[src/rtl/pbb_pkg.sv]
// ----------------------------------------------------------------------------
// pbb_pkg
// shared formats, blend modes, register indexes, pixel codecs and types
// ----------------------------------------------------------------------------
package pbb_pkg;

    localparam logic [2:0] FMT_RGB565   = 3'd0;
    localparam logic [2:0] FMT_RGBA8888 = 3'd1;
    localparam logic [2:0] FMT_ARGB8888 = 3'd2;
    localparam logic [2:0] FMT_RGBA4444 = 3'd3;
    localparam logic [2:0] FMT_IDX8     = 3'd4;
    localparam logic [2:0] FMT_IDX8A    = 3'd5;

    localparam logic [1:0] MODE_COPY  = 2'd0;
    localparam logic [1:0] MODE_ALPHA = 2'd1;
    localparam logic [1:0] MODE_KEY   = 2'd2;
    localparam logic [1:0] MODE_ADD   = 2'd3;

    localparam logic [2:0] REG_SRC_FORMAT  = 3'd0;
    localparam logic [2:0] REG_DST_FORMAT  = 3'd1;
    localparam logic [2:0] REG_BLEND_MODE  = 3'd2;
    localparam logic [2:0] REG_LAYER_ALPHA = 3'd3;
    localparam logic [2:0] REG_KEY_RGB     = 3'd4;

    localparam logic [31:0] DIV255_RECIP = 32'h0000_8081;

    typedef struct packed {
        logic [2:0]  src_format;
        logic [2:0]  dst_format;
        logic [1:0]  blend_mode;
        logic [7:0]  layer_alpha;
        logic [23:0] key_rgb;
    } t_cfg;

    typedef struct packed {
        logic [7:0] a;
        logic [7:0] r;
        logic [7:0] g;
        logic [7:0] b;
    } t_argb;

    // shift-based divide by 255, exact for products of two 8-bit values
    function automatic logic [7:0] div255(input logic [15:0] v);
        logic [31:0] p;
        p = {16'd0, v} * DIV255_RECIP;
        return p[30:23];
    endfunction

    function automatic t_argb decode_pixel(input logic [31:0] raw, input logic [2:0] fmt);
        t_argb c;
        unique case (fmt)
            FMT_RGB565: begin
                c = {8'hFF, raw[15:11], 3'd0, raw[10:5], 2'd0, raw[4:0], 3'd0};
            end
            FMT_RGBA8888: begin
                c = {raw[31:24], raw[7:0], raw[15:8], raw[23:16]};
            end
            FMT_ARGB8888: begin
                c = raw;
            end
            FMT_RGBA4444: begin
                c = {raw[3:0], 4'd0, raw[15:12], 4'd0, raw[11:8], 4'd0, raw[7:4], 4'd0};
            end
            FMT_IDX8: begin
                c = {8'hFF, raw[7:0], raw[7:0], raw[7:0]};
            end
            FMT_IDX8A: begin
                c = 32'hFF00_0000;
            end
            default: begin
                c = '0;
            end
        endcase
        return c;
    endfunction

    function automatic logic [31:0] encode_pixel(input t_argb c, input logic [2:0] fmt);
        logic [31:0] w;
        unique case (fmt)
            FMT_RGB565: begin
                w = {16'd0, c.r[7:3], c.g[7:2], c.b[7:3]};
            end
            FMT_RGBA8888: begin
                w = {c.a, c.b, c.g, c.r};
            end
            FMT_ARGB8888: begin
                w = c;
            end
            FMT_RGBA4444: begin
                w = {16'd0, c.r[7:4], c.g[7:4], c.b[7:4], c.a[7:4]};
            end
            default: begin
                w = {24'd0, c.b};
            end
        endcase
        return w;
    endfunction

endpackage

[src/rtl/pbb_unpack.sv]
// ----------------------------------------------------------------------------
// pbb_unpack
// first pipeline stage: decodes source and destination words to argb8888
// ----------------------------------------------------------------------------
module pbb_unpack (
    input  logic          i_clk,
    input  logic          i_rst_n,
    input  pbb_pkg::t_cfg i_cfg,
    input  logic          i_valid,
    input  logic [31:0]   i_src_raw,
    input  logic [31:0]   i_dst_raw,
    output logic          o_valid,
    output pbb_pkg::t_argb o_src,
    output pbb_pkg::t_argb o_dst
);
    import pbb_pkg::*;

    logic  r_valid;
    t_argb r_src;
    t_argb r_dst;

    always_ff @(posedge i_clk) begin
        if (!i_rst_n) begin
            r_valid <= 1'b0;
        end else begin
            r_valid <= i_valid;
        end
    end

    always_ff @(posedge i_clk) begin
        r_src <= decode_pixel(i_src_raw, i_cfg.src_format);
        r_dst <= decode_pixel(i_dst_raw, i_cfg.dst_format);
    end

    assign o_valid = r_valid;
    assign o_src   = r_src;
    assign o_dst   = r_dst;

endmodule

[src/rtl/pbb_blend.sv]
// ----------------------------------------------------------------------------
// pbb_blend
// four stages: alpha scale product, exact divide by 255, channel products,
// normalize and mode select
// ----------------------------------------------------------------------------
module pbb_blend (
    input  logic           i_clk,
    input  logic           i_rst_n,
    input  pbb_pkg::t_cfg  i_cfg,
    input  logic           i_valid,
    input  pbb_pkg::t_argb i_src,
    input  pbb_pkg::t_argb i_dst,
    output logic           o_valid,
    output logic           o_we,
    output pbb_pkg::t_argb o_res
);
    import pbb_pkg::*;

    // stage 2: source alpha times layer alpha
    logic        r2_valid;
    t_argb       r2_src;
    t_argb       r2_dst;
    logic [15:0] r2_prod;

    // stage 3: scaled alpha
    logic        r3_valid;
    t_argb       r3_src;
    t_argb       r3_dst;
    logic [7:0]  r3_sa;

    // stage 4: weighted sums
    logic        r4_valid;
    t_argb       r4_src;
    t_argb       r4_dst;
    logic [7:0]  r4_sa;
    logic [15:0] r4_sum_r;
    logic [15:0] r4_sum_g;
    logic [15:0] r4_sum_b;
    logic [15:0] r4_sum_a;

    // stage 5: result
    logic        r5_valid;
    logic        r5_we;
    t_argb       r5_res;

    logic [31:0] n3_scaled;
    logic [7:0]  n4_inv;
    t_argb       n5_res;
    logic        n5_we;
    logic [8:0]  n5_add_r;
    logic [8:0]  n5_add_g;
    logic [8:0]  n5_add_b;

    always_ff @(posedge i_clk) begin
        if (!i_rst_n) begin
            r2_valid <= 1'b0;
            r3_valid <= 1'b0;
            r4_valid <= 1'b0;
            r5_valid <= 1'b0;
        end else begin
            r2_valid <= i_valid;
            r3_valid <= r2_valid;
            r4_valid <= r3_valid;
            r5_valid <= r4_valid;
        end
    end

    assign n3_scaled = {16'd0, r2_prod} * DIV255_RECIP;
    assign n4_inv    = 8'hFF - r3_sa;
    assign n5_add_r  = {1'b0, r4_src.r} + {1'b0, r4_dst.r};
    assign n5_add_g  = {1'b0, r4_src.g} + {1'b0, r4_dst.g};
    assign n5_add_b  = {1'b0, r4_src.b} + {1'b0, r4_dst.b};

    always_comb begin
        n5_res = r4_src;
        n5_we  = 1'b1;
        case (i_cfg.blend_mode)
            MODE_ALPHA: begin
                n5_res.a = r4_sa + div255(r4_sum_a);
                n5_res.r = div255(r4_sum_r);
                n5_res.g = div255(r4_sum_g);
                n5_res.b = div255(r4_sum_b);
            end
            MODE_KEY: begin
                n5_we = ({r4_src.r, r4_src.g, r4_src.b} != i_cfg.key_rgb);
            end
            MODE_ADD: begin
                n5_res.a = 8'hFF;
                n5_res.r = n5_add_r[8] ? 8'hFF : n5_add_r[7:0];
                n5_res.g = n5_add_g[8] ? 8'hFF : n5_add_g[7:0];
                n5_res.b = n5_add_b[8] ? 8'hFF : n5_add_b[7:0];
            end
            default: begin
                n5_res = r4_src;
            end
        endcase
    end

    always_ff @(posedge i_clk) begin
        r2_src   <= i_src;
        r2_dst   <= i_dst;
        r2_prod  <= {8'd0, i_src.a} * {8'd0, i_cfg.layer_alpha};

        r3_src   <= r2_src;
        r3_dst   <= r2_dst;
        r3_sa    <= n3_scaled[30:23];

        r4_src   <= r3_src;
        r4_dst   <= r3_dst;
        r4_sa    <= r3_sa;
        r4_sum_r <= ({8'd0, r3_src.r} * {8'd0, r3_sa}) + ({8'd0, r3_dst.r} * {8'd0, n4_inv});
        r4_sum_g <= ({8'd0, r3_src.g} * {8'd0, r3_sa}) + ({8'd0, r3_dst.g} * {8'd0, n4_inv});
        r4_sum_b <= ({8'd0, r3_src.b} * {8'd0, r3_sa}) + ({8'd0, r3_dst.b} * {8'd0, n4_inv});
        r4_sum_a <= {8'd0, r3_dst.a} * {8'd0, n4_inv};

        r5_res   <= n5_res;
        r5_we    <= n5_we;
    end

    assign o_valid = r5_valid;
    assign o_we    = r5_we;
    assign o_res   = r5_res;

endmodule

[src/rtl/pbb_pack.sv]
// ----------------------------------------------------------------------------
// pbb_pack
// last stage: encodes the result in the destination format, gates the write
// ----------------------------------------------------------------------------
module pbb_pack (
    input  logic           i_clk,
    input  logic           i_rst_n,
    input  pbb_pkg::t_cfg  i_cfg,
    input  logic           i_valid,
    input  logic           i_we,
    input  pbb_pkg::t_argb i_res,
    output logic           o_valid,
    output logic           o_write_enable,
    output logic [31:0]    o_dst_out
);
    import pbb_pkg::*;

    logic        r_valid;
    logic        r_we;
    logic [31:0] r_out;
    logic        n_we;

    // unknown destination format never writes
    assign n_we = i_we && (i_cfg.dst_format <= FMT_IDX8A);

    always_ff @(posedge i_clk) begin
        if (!i_rst_n) begin
            r_valid <= 1'b0;
        end else begin
            r_valid <= i_valid;
        end
    end

    always_ff @(posedge i_clk) begin
        r_we  <= n_we;
        r_out <= n_we ? encode_pixel(i_res, i_cfg.dst_format) : 32'd0;
    end

    assign o_valid        = r_valid;
    assign o_write_enable = r_we;
    assign o_dst_out      = r_out;

endmodule

[src/rtl/pixel_blit_blend_pipe_top.sv]
// ----------------------------------------------------------------------------
// pixel_blit_blend_pipe_top
// per-pixel blitter datapath: decode, blend and re-encode one pixel per clock
//
// requests: raise start with i_src_raw and i_dst_raw; a request is taken at
// every clock edge where start is high, busy is never asserted, so one pixel
// can be issued every cycle
// results: o_valid strobes for one cycle with o_write_enable and o_dst_out,
// once the request has passed six register stages counted from the input;
// results leave in request order, one per request
// throughput: one pixel per cycle, set by the fully pipelined datapath
// the receiver cannot stall, so no back pressure exists inside the pipe
// configuration: apb writes to src_format, dst_format, blend_mode,
// layer_alpha and key_rgb at byte offsets 0x0 to 0x10; the user must write only while
// no request is in flight, the block does not enforce it; reads return the register values
// reset: synchronous, clears all valid bits and loads the register defaults
// ----------------------------------------------------------------------------
module pixel_blit_blend_pipe_top (
    input  logic        i_clk,
    input  logic        i_rst_n,
    input  logic        start,
    output logic        busy,
    input  logic [31:0] i_src_raw,
    input  logic [31:0] i_dst_raw,
    output logic        o_valid,
    output logic        o_write_enable,
    output logic [31:0] o_dst_out,
    input  logic        psel,
    input  logic        penable,
    input  logic        pwrite,
    input  logic [4:0]  paddr,
    input  logic [31:0] pwdata,
    output logic [31:0] prdata,
    output logic        pready
);
    import pbb_pkg::*;

    t_cfg        r_cfg;
    logic        cfg_wr;
    logic        in_take;
    logic        s1_valid;
    t_argb       s1_src;
    t_argb       s1_dst;
    logic        s5_valid;
    logic        s5_we;
    t_argb       s5_res;

    assign pready  = 1'b1;
    assign busy    = 1'b0;
    assign cfg_wr  = psel && penable && pwrite && pready;
    assign in_take = start && !busy;

    always_ff @(posedge i_clk) begin
        if (!i_rst_n) begin
            r_cfg.src_format  <= FMT_ARGB8888;
            r_cfg.dst_format  <= FMT_ARGB8888;
            r_cfg.blend_mode  <= MODE_COPY;
            r_cfg.layer_alpha <= 8'hFF;
            r_cfg.key_rgb     <= 24'd0;
        end else if (cfg_wr) begin
            unique case (paddr[4:2])
                REG_SRC_FORMAT:  r_cfg.src_format  <= pwdata[2:0];
                REG_DST_FORMAT:  r_cfg.dst_format  <= pwdata[2:0];
                REG_BLEND_MODE:  r_cfg.blend_mode  <= pwdata[1:0];
                REG_LAYER_ALPHA: r_cfg.layer_alpha <= pwdata[7:0];
                REG_KEY_RGB:     r_cfg.key_rgb     <= pwdata[23:0];
                default: begin
                end
            endcase
        end
    end

    always_comb begin
        unique case (paddr[4:2])
            REG_SRC_FORMAT:  prdata = {29'd0, r_cfg.src_format};
            REG_DST_FORMAT:  prdata = {29'd0, r_cfg.dst_format};
            REG_BLEND_MODE:  prdata = {30'd0, r_cfg.blend_mode};
            REG_LAYER_ALPHA: prdata = {24'd0, r_cfg.layer_alpha};
            REG_KEY_RGB:     prdata = {8'd0, r_cfg.key_rgb};
            default:         prdata = 32'd0;
        endcase
    end

    pbb_unpack u_unpack (
        .i_clk     (i_clk),
        .i_rst_n   (i_rst_n),
        .i_cfg     (r_cfg),
        .i_valid   (in_take),
        .i_src_raw (i_src_raw),
        .i_dst_raw (i_dst_raw),
        .o_valid   (s1_valid),
        .o_src     (s1_src),
        .o_dst     (s1_dst)
    );

    pbb_blend u_blend (
        .i_clk   (i_clk),
        .i_rst_n (i_rst_n),
        .i_cfg   (r_cfg),
        .i_valid (s1_valid),
        .i_src   (s1_src),
        .i_dst   (s1_dst),
        .o_valid (s5_valid),
        .o_we    (s5_we),
        .o_res   (s5_res)
    );

    pbb_pack u_pack (
        .i_clk          (i_clk),
        .i_rst_n        (i_rst_n),
        .i_cfg          (r_cfg),
        .i_valid        (s5_valid),
        .i_we           (s5_we),
        .i_res          (s5_res),
        .o_valid        (o_valid),
        .o_write_enable (o_write_enable),
        .o_dst_out      (o_dst_out)
    );

endmodule

[config.mk]
export PLATFORM = sky130hd
export DESIGN_NAME = pixel_blit_blend_pipe_top
export DESIGN_NICKNAME = d
export VERILOG_FILES = /design/src/rtl/pbb_pkg.sv /design/src/rtl/pbb_unpack.sv /design/src/rtl/pbb_blend.sv /design/src/rtl/pbb_pack.sv /design/src/rtl/pixel_blit_blend_pipe_top.sv
export SDC_FILE = /design/constraint.sdc
export NUM_CORES = 2
export LEC_CHECK = 0
export BUFFER_PORTS_ARGS = -buffer_cell sky130_fd_sc_hd__buf_2
export CELL_PAD_IN_SITES_DETAIL_PLACEMENT = 0
export CELL_PAD_IN_SITES_GLOBAL_PLACEMENT = 1
export CORE_UTILIZATION = 50
export CTS_CLUSTER_SIZE = 20
export DETAILED_ROUTE_END_ITERATION = 8
export PLACE_DENSITY = 0.84
export SYNTH_ARGS = -nofsm -noshare
export SYNTH_HDL_FRONTEND = slang
export SYNTH_SLANG_ARGS = --single-unit
[constraint.sdc]
create_clock -name i_clk -period 11.9 [get_ports i_clk]
set_clock_uncertainty 0.2 [all_clocks]
set_input_delay 2.38 -clock i_clk [delete_from_list [all_inputs] [get_ports i_clk]]
set_output_delay 2.38 -clock i_clk [all_outputs]
set_load 0.01 [all_outputs]
==> flow_summary_export.csv <==
group,metric,value,unit
status,status,"finished clean",
routing,via_per_inst,5.324,
sta,maxSlewHeadroom,42.95,%
yosys,synth_top_cell_by_area,"dfxtp_1",
global_routing,grt_pass1_vias,26610,
yosys,syn_area,37320,um2
place,io_buffer_count,154,
setup_path,cp.required,12190,ps
setup_path,cpPeakStageDelay,700,ps
yosys,synthCells,3888,
sta,setup_tns,0,ps
clock_tree,clock-root-buffer,"clkbuf_16",
sta,min_period_over_period,56.19,%
clock_tree,htree_levels,2,
yosys,synth.top_cell.area_share,24.46,%
setup_path,path_max_fanout,37,
routing,dr.first_iter.drc_count,1432,
global_routing,grt_overflow,0,
global_routing,antenna_found_initial,7,
place,dp_hpwl,70.37,mm
worst_hold_path,min_path_type,"flop to flop",
setup_path,cp.arrival,6970,ps
sta,tightest_slew,855.8,ps
die,ios,175,
routing,wire_per_inst,17.96,um
sta,setup_viol,0,
place,routabilityCongestion,0.9271,
die,core-area,73450,um2
setup_path,ff2ff_setup_slack,5210,ps
yosys,syn_area_per_cell,9.600,um2
clock_tree,cts_setup_buffers,0,
sta,period_minus_slack,6687,ps
sta,grt_setup_unrepaired,"no",
finish,final_area,40650,um2
yosys,synth_edf_count,0,
clock_tree,cts_resized,0,
die,dieWidth,275.2,um
clock_tree,clkSlewWorstSetupHoldPaths,70,ps
die,design.die.area,75740,um2
yosys,async_flop_share,0,%
finish,multi_input_area,25650,um2
finish,fin_nets,5081,
die,num_rows,99,
yosys,ys_top_cells_by_area,"dfxtp_1 24%, ha_1 20%, fa_1 20%, inv_1 5.6%, nor2b_1 3.8%",
setup_path,crit_type,"flop to flop",
yosys,yosys_warnings,0,
routing,vias,26600,
place,placedInstanceArea,39020,um2
clock_tree,cts.sinks,456,
clock_tree,numCtsBuffers,49,
flow_run,maxCapViolCount,0,
routing,ant_nets,0,
clock_tree,cts_tree,"yes",
global_routing,grt_max_degree,77,
setup_path,worstSetupStartpointType,"flop",
die,die_height,275.2,um
setup_path,crit_slowest_cell,"dfxtp_2",
yosys,synthFlopType,"dfxtp_1",
routing,finalWirelength,89.77,mm
setup_path,cp_common_cell,"fa_1",
yosys,ys_seq_elements,456,
setup_path,crit_chain,"buf_4, nand2_1, fa_1, fa_1, inv_1, fa_1, fa_1, fa_1, fa_1, ha_1, a21o_1, a31o_2, a41o_1, o41ai_4, mux2i_1, a2111o_1",
sta,finalHoldViolations,0,
yosys,synth_common_cells,"609 x ha_1, 554 x inv_1, 456 x dfxtp_1",
finish,fillers,6663,
yosys,yosysMostFrequentCell,"ha_1",
sta,fmax,149.5,MHz
global_routing,grt_util_all_layers,24.46,%
finish,seqCellArea,9143,um2
sta,slew_violations,0,
clock_tree,clkLatencyLatePin,600,ps
clock_tree,clock_path_buffers,3,
yosys,yosysSeqAreaShare,24.46,%
clock_tree,postCtsHoldBufs,0,
routing,drcViolationCount,0,
die,start_util,50.81,%
finish,final_layout_size_suffix_gt1_share,7.456,%
finish,syn_to_final_growth,8.907,%
routing,dr.pass1.iters,5,
setup_path,end_kind,"flop",
global_routing,grt_first_pass_wirelength,144.5,mm
yosys,synth_cell_type_count,76,
-- critical path, delay by kind of cell (launching register included) --
kind	cells	cell delay [ps]
adders and majority gates	7	3440
buffers and inverters	2	590
DFF	1	700
AOI/OAI and AO/OA	5	1340
muxes	1	120
and+or+nand+nor	1	160
-- cell families after synthesis --
| logic type | count (synthesis) | synth area share, % |
|---|---|---|
| AOI/OAI and AO/OA | 507 | 8.944 |
| DFF | 456 | 24.46 |
| adders and majority gates | 973 | 39.94 |
| buffers and inverters | 682 | 6.959 |
| xor gates and xnor gates | 139 | 3.262 |
| other | 2 | 0.02012 |
| and+or+nand+nor | 1084 | 15.13 |
| muxes | 45 | 1.284 |
-- worst paths after layout --
kind | startpoint | end | cells past startpoint
max | u_blend.r3_sa[1] | u_blend.r4_sum_b[15] | 16
min | u_blend.r2_dst[31] | u_blend.r3_dst[31] | 0
max reg2reg | u_blend.r3_sa[1] | u_blend.r4_sum_b[15] | 16
min reg2reg | u_blend.r2_dst[31] | u_blend.r3_dst[31] | 0
-- area by class of cell --
class                      instances  share of cell area [%]
clock inverter                    28                  0.7849
inverter                         555                   5.125
sequential                       456                   22.49
clock buffer                      59                   3.207
multi-input combinational       2761                   63.09
timing repair buffer             178                   2.339
tap                              959                   2.952
antenna                            1                0.006156
-- state kept, by name, indices dropped and copies added, names as in the netlist, 8 cells and up --
name	count
u_unpack.o_src	32
u_blend.r4_sa	8
u_blend.o_res	32
u_blend.r4_dst	24
u_blend.r3_dst	32
u_blend.r4_sum_r	16
u_blend.r3_src	32
u_blend.r4_sum_g	16
u_pack.o_dst_out	32
u_blend.r2_dst	32
r_cfg	40
u_blend.r2_src	32
u_blend.r4_sum_a	16
u_unpack.o_dst	32
u_blend.r2_prod	16
u_blend.r3_sa	8
u_blend.r4_sum_b	16
u_blend.r4_src	32
-- metrics by stage --
step	instances	hold WS [ps]	util, %	setup WS, ps
2_1_floorplan	3899	109.6	-	5685
3_3_place_gp	4909	110.1	53.12	5215
3_5_place_dp	4909	112.1	53.12	5244
4_1_cts	4996	118.5	55.33	5196
5_1_grt	4996	125.6	55.33	4942
6_report	4997	122.2	55.34	5213
-- routing by layer --
metal	global-route usage, %	vias to the layer above	routed length [um]
met5	0	-	0
met4	8.883	0	3400
li1	-	12890	-
met2	40.45	639	42180
met1	33.05	12940	39870
met3	2.723	131	4324
-- layout by cell type, fill, tap and decap left out, types with 116 or more instances in the layout --
cell,count
a21oi_1,116
and2_1,190
buf_2,154
dfxtp_1,445
fa_1,364
ha_1,609
inv_1,554
nand2_1,302
nor2_1,130
nor2b_1,226
o21ai_0,133
Power is left out: the tool's default activity adds up to more than one toggle a clock period on the data nets, which glitch-free logic cannot reach.
